==> config.mk <==
export PLATFORM = sky130hd
export DESIGN_NAME = ws2812_spi_bit_expander
export DESIGN_NICKNAME = d
export VERILOG_FILES = /design/src/sv/wsbe_pkg.sv /design/src/sv/wsbe_lane.sv /design/src/sv/wsbe_merge.sv /design/src/sv/ws2812_spi_bit_expander.sv
export SDC_FILE = /design/constraint.sdc
export NUM_CORES = 1
export LEC_CHECK = 0
export BUFFER_PORTS_ARGS = -buffer_cell sky130_fd_sc_hd__buf_2
export CORE_ASPECT_RATIO = 1.25
export CORE_UTILIZATION = 60
export CTS_BUF_LIST = sky130_fd_sc_hd__clkbuf_4
export DETAILED_ROUTE_END_ITERATION = 12
export PLACE_DENSITY = 0.82
export SYNTH_ARGS = -nofsm -noshare
export SYNTH_HDL_FRONTEND = slang
export SYNTH_HIERARCHICAL = 1
export SYNTH_SLANG_ARGS = --single-unit
==> constraint.sdc <==
create_clock -name clock -period 12.2 [get_ports clock]
set_input_delay 1.83 -clock clock [delete_from_list [all_inputs] [get_ports clock]]
set_output_delay 1.83 -clock clock [all_outputs]
set_load 0.05 [all_outputs]
==> src/sv/wsbe_pkg.sv <==
// Shared types and constants for the WS2812 three-bit line encoder.
// Used by the lane, the merge stage and the top level; depends on nothing.
`timescale 1ns / 1ps

package wsbe_pkg;

   localparam int unsigned BYTE_W  = 8;
   localparam int unsigned WORD_W  = 24;
   localparam int unsigned CHAN_W  = 2;
   localparam int unsigned NUM_CHAN = 3;

   // Every line bit group starts as 100; the middle bit carries the data.
   localparam logic [WORD_W-1:0] LINE_FRAME = 24'h924924;

   localparam logic [BYTE_W-1:0] BRIGHTNESS_RESET = 8'hFF;

   localparam logic [CHAN_W-1:0] CHAN_RED   = 2'd0;
   localparam logic [CHAN_W-1:0] CHAN_GREEN = 2'd1;
   localparam logic [CHAN_W-1:0] CHAN_BLUE  = 2'd2;

   typedef logic [WORD_W-1:0] code_word_type;
   typedef code_word_type [NUM_CHAN-1:0] word_set_type;

endpackage

==> src/sv/wsbe_lane.sv <==
// One colour lane: brightness scaling and expansion to 24 line bits.
// Depends on wsbe_pkg.
`timescale 1ns / 1ps

module wsbe_lane (
   input  logic [wsbe_pkg::BYTE_W-1:0] color_byte,
   input  logic [wsbe_pkg::BYTE_W-1:0] brightness,
   output wsbe_pkg::code_word_type     code_word
);

   logic [wsbe_pkg::BYTE_W:0]     factor;
   logic [2*wsbe_pkg::BYTE_W-1:0] product;
   logic [wsbe_pkg::BYTE_W-1:0]   scaled;

   // The product never exceeds 255 * 256, so the scaled byte is bits 15:8.
   assign factor  = {1'b0, brightness} + {{wsbe_pkg::BYTE_W{1'b0}}, 1'b1};
   assign product = {{wsbe_pkg::BYTE_W{1'b0}}, color_byte}
                  * {{(wsbe_pkg::BYTE_W-1){1'b0}}, factor};
   assign scaled  = product[2*wsbe_pkg::BYTE_W-1:wsbe_pkg::BYTE_W];

   always_comb begin
      code_word = wsbe_pkg::LINE_FRAME;
      for (int i = 0; i < wsbe_pkg::BYTE_W; i++) begin
         code_word[3*i+1] = scaled[i];
      end
   end

endmodule

==> src/sv/wsbe_merge.sv <==
// Merge stage: holds the three lane results of one pixel and sends them
// one word a cycle, unless the output stalls, through an output register. Depends on wsbe_pkg.
`timescale 1ns / 1ps

module wsbe_merge (
   input  logic                        clock,
   input  logic                        reset,
   input  logic                        in_valid,
   output logic                        in_stall,
   input  wsbe_pkg::word_set_type      in_words,
   output logic                        out_valid,
   input  logic                        out_stall,
   output wsbe_pkg::code_word_type     out_word,
   output logic [wsbe_pkg::CHAN_W-1:0] out_channel,
   output logic                        out_last
);

   wsbe_pkg::word_set_type        words_ff, words_in;
   logic                          pend_ff, pend_in;
   logic [wsbe_pkg::CHAN_W-1:0]   chan_ff, chan_in;
   logic                          valid_ff, valid_in;
   wsbe_pkg::code_word_type       word_ff, word_in;
   logic [wsbe_pkg::CHAN_W-1:0]   ochan_ff, ochan_in;
   logic                          last_ff, last_in;
   logic                          pop;
   logic                          accept;

   // A pending word moves out whenever the output register is empty or being taken.
   assign pop      = pend_ff && (!valid_ff || !out_stall);
   // A new pixel may enter as the blue word of the current one leaves.
   assign in_stall = pend_ff && !(pop && (chan_ff == wsbe_pkg::CHAN_BLUE));
   assign accept   = in_valid && !in_stall;

   always_comb begin
      words_in = words_ff;
      pend_in  = pend_ff;
      chan_in  = chan_ff;
      valid_in = valid_ff;
      word_in  = word_ff;
      ochan_in = ochan_ff;
      last_in  = last_ff;
      if (pop) begin
         valid_in = 1'b1;
         word_in  = words_ff[chan_ff];
         ochan_in = chan_ff;
         last_in  = (chan_ff == wsbe_pkg::CHAN_BLUE);
         if (chan_ff == wsbe_pkg::CHAN_BLUE) begin
            pend_in = 1'b0;
         end else begin
            chan_in = chan_ff + 2'd1;
         end
      end else if (!out_stall) begin
         valid_in = 1'b0;
      end
      if (accept) begin
         words_in = in_words;
         pend_in  = 1'b1;
         chan_in  = wsbe_pkg::CHAN_RED;
      end
   end

   always_ff @(posedge clock) begin
      if (reset) begin
         pend_ff  <= 1'b0;
         chan_ff  <= wsbe_pkg::CHAN_RED;
         valid_ff <= 1'b0;
      end else begin
         pend_ff  <= pend_in;
         chan_ff  <= chan_in;
         valid_ff <= valid_in;
      end
      words_ff <= words_in;
      word_ff  <= word_in;
      ochan_ff <= ochan_in;
      last_ff  <= last_in;
   end

   assign out_valid   = valid_ff;
   assign out_word    = word_ff;
   assign out_channel = ochan_ff;
   assign out_last    = last_ff;

`ifndef SYNTHESIS
   a_accept_starts_red: assert property (@(posedge clock) disable iff (reset)
      accept |=> (pend_ff && (chan_ff == wsbe_pkg::CHAN_RED)))
      else $error("accepted pixel did not restart at the red word");

   a_last_is_blue: assert property (@(posedge clock) disable iff (reset)
      (valid_ff && last_ff) |-> (ochan_ff == wsbe_pkg::CHAN_BLUE))
      else $error("last mark on a word that is not blue");

   a_red_leaves_pending: assert property (@(posedge clock) disable iff (reset)
      (pop && (chan_ff == wsbe_pkg::CHAN_RED)) |=>
         (pend_ff && (chan_ff == wsbe_pkg::CHAN_GREEN)))
      else $error("green word lost after red word");

   a_chan_in_range: assert property (@(posedge clock) disable iff (reset)
      pend_ff |-> (chan_ff != 2'd3))
      else $error("pending channel out of range");
`endif

endmodule

==> src/sv/ws2812_spi_bit_expander.sv <==
// Top level of the WS2812 three-bit line encoder with brightness scaling.
// Depends on wsbe_pkg, wsbe_lane and wsbe_merge.
`timescale 1ns / 1ps

// Each pixel word (red, green and blue bytes) is scaled by the brightness
// register as (byte * (brightness + 1)) >> 8 and every bit of the result,
// most significant first, is expanded to three line bits: 100 for a zero and
// 110 for a one. Three code words leave per pixel, red then green then blue,
// and the blue word carries the last mark. The three colours are handled by
// three identical lanes working side by side, one narrow multiply each, and
// a merge stage sends their results one word per cycle, unless the output
// stalls, through an output register. The next pixel is taken in the same
// cycle that the blue word of the current one moves to the output register.
// An accepted pixel is held in the merge stage, and its words then pass
// through the output register. The brightness register resets to 255
// (bytes pass unchanged) and should be written only while no pixel is in
// flight.

module ws2812_spi_bit_expander (
   input  logic                        clock,
   input  logic                        reset,
   input  logic                        csr_write_enable,
   input  logic [wsbe_pkg::BYTE_W-1:0] csr_write_data,
   input  logic                        req_valid,
   output logic                        req_stall,
   input  logic [wsbe_pkg::BYTE_W-1:0] req_red,
   input  logic [wsbe_pkg::BYTE_W-1:0] req_green,
   input  logic [wsbe_pkg::BYTE_W-1:0] req_blue,
   output logic                        rsp_valid,
   input  logic                        rsp_stall,
   output logic [wsbe_pkg::WORD_W-1:0] rsp_code_word,
   output logic [wsbe_pkg::CHAN_W-1:0] rsp_channel,
   output logic                        rsp_last
);

   logic [wsbe_pkg::BYTE_W-1:0] brightness_ff, brightness_in;
   wsbe_pkg::word_set_type      lane_words;

   // Brightness register; written directly, no read-back.
   assign brightness_in = csr_write_enable ? csr_write_data : brightness_ff;

   always_ff @(posedge clock) begin
      if (reset) begin
         brightness_ff <= wsbe_pkg::BRIGHTNESS_RESET;
      end else begin
         brightness_ff <= brightness_in;
      end
   end

   // The three lanes encode the colours of the offered pixel word at once.
   wsbe_lane u_lane_red (
      .color_byte (req_red),
      .brightness (brightness_ff),
      .code_word  (lane_words[wsbe_pkg::CHAN_RED])
   );

   wsbe_lane u_lane_green (
      .color_byte (req_green),
      .brightness (brightness_ff),
      .code_word  (lane_words[wsbe_pkg::CHAN_GREEN])
   );

   wsbe_lane u_lane_blue (
      .color_byte (req_blue),
      .brightness (brightness_ff),
      .code_word  (lane_words[wsbe_pkg::CHAN_BLUE])
   );

   // The merge stage captures the lane results and serialises them.
   wsbe_merge u_merge (
      .clock       (clock),
      .reset       (reset),
      .in_valid    (req_valid),
      .in_stall    (req_stall),
      .in_words    (lane_words),
      .out_valid   (rsp_valid),
      .out_stall   (rsp_stall),
      .out_word    (rsp_code_word),
      .out_channel (rsp_channel),
      .out_last    (rsp_last)
   );

endmodule
* Word level (Yosys, flattened, before mapping)
Index checks and enable logic that the tools add are counted.
Storage, ports and cells: register bits 63, latch bits 0, memory bits (writable) 0, memory bits (read-only) 0, input bits 37, output and inout bits 29, word-level logic and storage cells 40, memories kept 0
Cells by class: add/subtract/negate cells 2, multipliers 3, div/mod/pow operators 0, order comparisons 1, equal/unequal tests 2, shift-type cells 0, mux-type cells 7, bitwise gates (word level) 1, reductions and logical operators 14
Operators by type and width (number):
- binary-select mux 24 bit (select 2 bit) | 1
- multiplier 8 x 9 -> 16 bit | 3
- two-way mux 24 bit | 1
- adder 8 x 1 -> 9 bit (second input constant) | 1
- two-way mux 1 bit | 5
- logical AND 1 bit | 4
- zero test 1 bit | 4
- AND reduction 2 bit | 2
- nonzero test 2 bit | 2
- < comparator 2 x 3 -> 1 bit (second input constant) | 1
- adder 2 x 1 -> 2 bit (second input constant) | 1
- == test 2 bit (second input constant) | 1
- != test 2 x 1 -> 1 bit (second input constant) | 1
- OR reduction 2 bit | 1
- logical OR 1 bit | 1
- inverter 1 bit | 1

* Logic depth before layout (Yosys ltp)
depth in word-level cells 10, gate-level depth with buffers 19, depth with buffers taken out 18

* Hierarchy
The synthesis kept the hierarchy.
By module, submodules not included:
- wsbe_merge | times used 1, cells an instance 203, area each 3676.0 sq um, seq. area each 3052.9 sq um
- wsbe_lane (u_lane_green) | times used 1, cells an instance 269, area each 2369.8 sq um, seq. area each 0.0 sq um
- wsbe_lane (u_lane_blue) | times used 1, cells an instance 262, area each 2364.8 sq um, seq. area each 0.0 sq um
- wsbe_lane (u_lane_red) | times used 1, cells an instance 263, area each 2333.5 sq um, seq. area each 0.0 sq um
- ws2812_spi_bit_expander | times used 1, cells an instance 26, area each 302.8 sq um, seq. area each 160.2 sq um

* Least setup slack after synthesis
No wires, ideal clock.
path type input -> register, from in rsp_stall, to reg u_merge/words_ff[0] (netlist name), library setup time 0.526 ns, arrival 5.542 ns, required time 11.674 ns, path slack 6.132 ns, stages on the path 2, buffers on the path 0, cells stage by stage a21bo_1 a21oi_1
RTL lines:
- start, declared | line ws2812_spi_bit_expander.sv:30 | input logic rsp_stall,

==> run summary <==
startpoint types: register
clock skew: 30.0 ps
Starting Density: 61.0%
worst-margin pin slew: 1120 ps
crit path max fanout: 10
CTS Buf Count: 9
GRT Util Overall: 23.3%
final period utilization: 49.9%
RSZ-0062 raised after global routing: no
Compound-Gate Fraction of Synth Area: 5.91%
Setup crit start: brightness_ff[1]
share of cells above drive strength 1: 10.1%
DP HPWL: 16200 um
clock-pin slew on the worst setup and hold paths: 200 ps
CTS Sinks: 111
Crit path buffers/inverters: 3
setup slack, reg-to-reg: 6120 ps
die height: 154 um
pin count of the biggest net entering global routing: 73
port bufs: 65
CTS tree: done
router iterations before antenna repair: 6
register area share after synthesis: 29.1%
Hold Slack: 536 ps
HP Start: u_merge/words_ff[45]
Worst EP required: 12450 ps
Core Region: 18100 sq um
Max Buffers Root-to-Sink: 2
mux share of post-synthesis cell area: 2.27%
nets: 1342
Routed WL: 20300 um
area delta synth->final: 4.97%
top-area cell type share of the netlist area: 26.9%
crit-path leading delay family: adder cells
H-tree depth: 3
number of synthesized register bits: 111
vias: 7069
prevailing post-synth register cell: edfxtp_1
Rows: 55
adder-cell share of the synthesized area: 33.1%
pre-CTS setup slack: 5840 ps
largest family of logic cells by synthesized area: adder cells
CP max stage delay: 700 ps
Final Setup Violations: 0
Tmin final: 6080 ps
hold violation count in the final report: 0
relative slew slack: 25.3%
drt wl/cell: 15.4 um
Peak Freq: 164 MHz
Via density: 5.36
maximum vdd drop: 0.152 mV
area leader, netlist: edfxtp_1
slowest CP cell: xor2_1
max-cap viol count: 0
worst reg2reg startpoint: brightness_ff[1]
Most common cell on crit path: fa_1
status: finished clean
Async S/R FF share, synth: 0%
Synth cell types: 61
Post-DRT Antenna Nets: 0
DR iter-0 viols: 407
Synth warnings: 6
Root Driver: clkbuf_4
Die W: 123 um
setup slack after layout: 6120 ps
global-route wire length before repair: 34500 um
vias in the first global route: 7458
pwr dens: 218 nW/um^2
crit-path cells: ha_1 -> nand3_1 -> xor2_1 -> nand2b_1 -> fa_1 -> fa_1 -> inv_1 -> fa_1 -> inv_1 -> fa_1 -> inv_1 -> ha_1 -> a21oi_1 -> nor2_1 -> or3_1 -> or4_1 -> and3_1
Synth Instances: 1023
Syn Area/Cell: 10.8 sq um
simple-gate area share of the yosys netlist: 16.6%
CTS resizes: 0
critical path arrival: 6330 ps
I/O pins: 66
Die Area: 19000 sq um
CP endpoint kind: register
GPL Wtd Cong: 0.854
final core occ: 64.1%
setup TNS: 0 ps
# DRC: 0
leakage: 5.29 nW
initial antenna violation count: 1
Hold Buf Count CTS: 0
grt ovf: 0
Netlist Area Pre-Place: 11000 sq um
clk_lat worst skew: 470 ps
Synth area leaders: edfxtp_1 (27%), fa_1 (22%), ha_1 (11%)
Hold WC Path Type: reg -> reg
setup bufs post-CTS: 0
EDFF count, synth: 99
Post-Synth XOR/XNOR Area: 4.11%
Tot Pwr: 0.00252 W
max-slew violation count: 0
critical path class: reg -> reg
## cell usage in the layout, fill, tap and decap left out, drive strengths merged, types with 5 or more instances in the layout
cell type  synthesis  routed
clkbuf             3       9
nor2b            118     118
o21ai             36      36
and2              60      60
edfxtp            99      99
fa               120     120
ha               100     100
xor2              18      18
nor3               8       8
conb               6      48
nand2             50      50
a21o               5       5
dfxtp             12      12
xnor2             33      33
buf               58      70
and3               6       6
mux2i             25      25
nor2              14      14
nand3             11      11
a21oi             22      22
and2b             10      10
inv              142     146
a211o              8       8
nand2b            22      22
## worst register-to-register path: cells and delay by family (launching register included)
family / cells / cell delay [ps]
AO/OA/AOI/OAI: 1 / 230
buffers and inverters: 3 / 160
flip-flops: 1 / 640
adder cells (fa/ha/maj): 6 / 2620
XOR/XNOR: 1 / 700
AND/OR/NAND/NOR: 6 / 1520
## Yosys cell counts, drive strengths merged (22+ instances only)
cell,count
inv,142
fa,120
nor2b,118
ha,100
edfxtp,99
and2,60
buf,58
nand2,50
o21ai,36
xnor2,33
mux2i,25
a21oi,22
nand2b,22
## cell families after synthesis
logic type,count (synthesis)
xor+xnor,51
mux,25
flops,111
buf+inv,203
fa+ha+maj,220
compound gates,93
simple gates,314
other cells,6
## routing by layer
layer / vias up / part of all wire, % / GRT usage [%]
met3: 45 / 3.2 / 2.78
li1: 3371 / - / -
met5: - / 0 / 0
met4: 0 / 3.3 / 9.06
met1: 3480 / 41 / 28.4
met2: 173 / 52 / 41.4
## through the flow
| step | cell area [sq um] | std cells |
|---|---|---|
| 2_1_floorplan | 11200 | 1065 |
| 3_3_place_gp | 11400 | 1302 |
| 3_5_place_dp | 11400 | 1302 |
| 4_1_cts | 11600 | 1318 |
| 5_1_grt | 11600 | 1319 |
| 6_report | 11600 | 1319 |
## state kept, by name, indices dropped and copies added (netlist names)
name / cells
brightness_ff: 8
u_merge/out_last: 1
u_merge/out_channel: 2
u_merge/words_ff: 72
u_merge/out_word: 24
u_merge/pend_ff: 1
u_merge/out_valid: 1
u_merge/chan_ff: 2
## path summary, 6_finish.rpt
| kind | to | depth (start not counted) |
|---|---|---|
| setup / recovery | u_merge/words_ff[40] | 17 |
| setup reg to reg | u_merge/words_ff[40] | 17 |
| hold / removal | u_merge/out_word[21] | 2 |
| hold reg to reg | u_merge/out_word[21] | 2 |
## power by group
group	switching, W	internal, W	total, W
Sequential	0.0000272	0.000570	0.000597
Combinational	0.000998	0.000744	0.00174
Clock	0.000133	0.0000521	0.000185
Total	0.00116	0.00137	0.00252
## area by class of cell
| type | count | area [sq um] |
|---|---|---|
| clock buffer | 9 | 67.6 |
| sequential | 111 | 3210 |
| tap | 228 | 285 |
| antenna | 1 | 2.50 |
| clock inverter | 7 | 91.3 |
| inverter | 142 | 533 |
| timing repair buffer | 70 | 363 |
| fill | 1447 | 6500 |
| multi-input combinational | 751 | 7040 |
(Power assumes the default switching activity.)
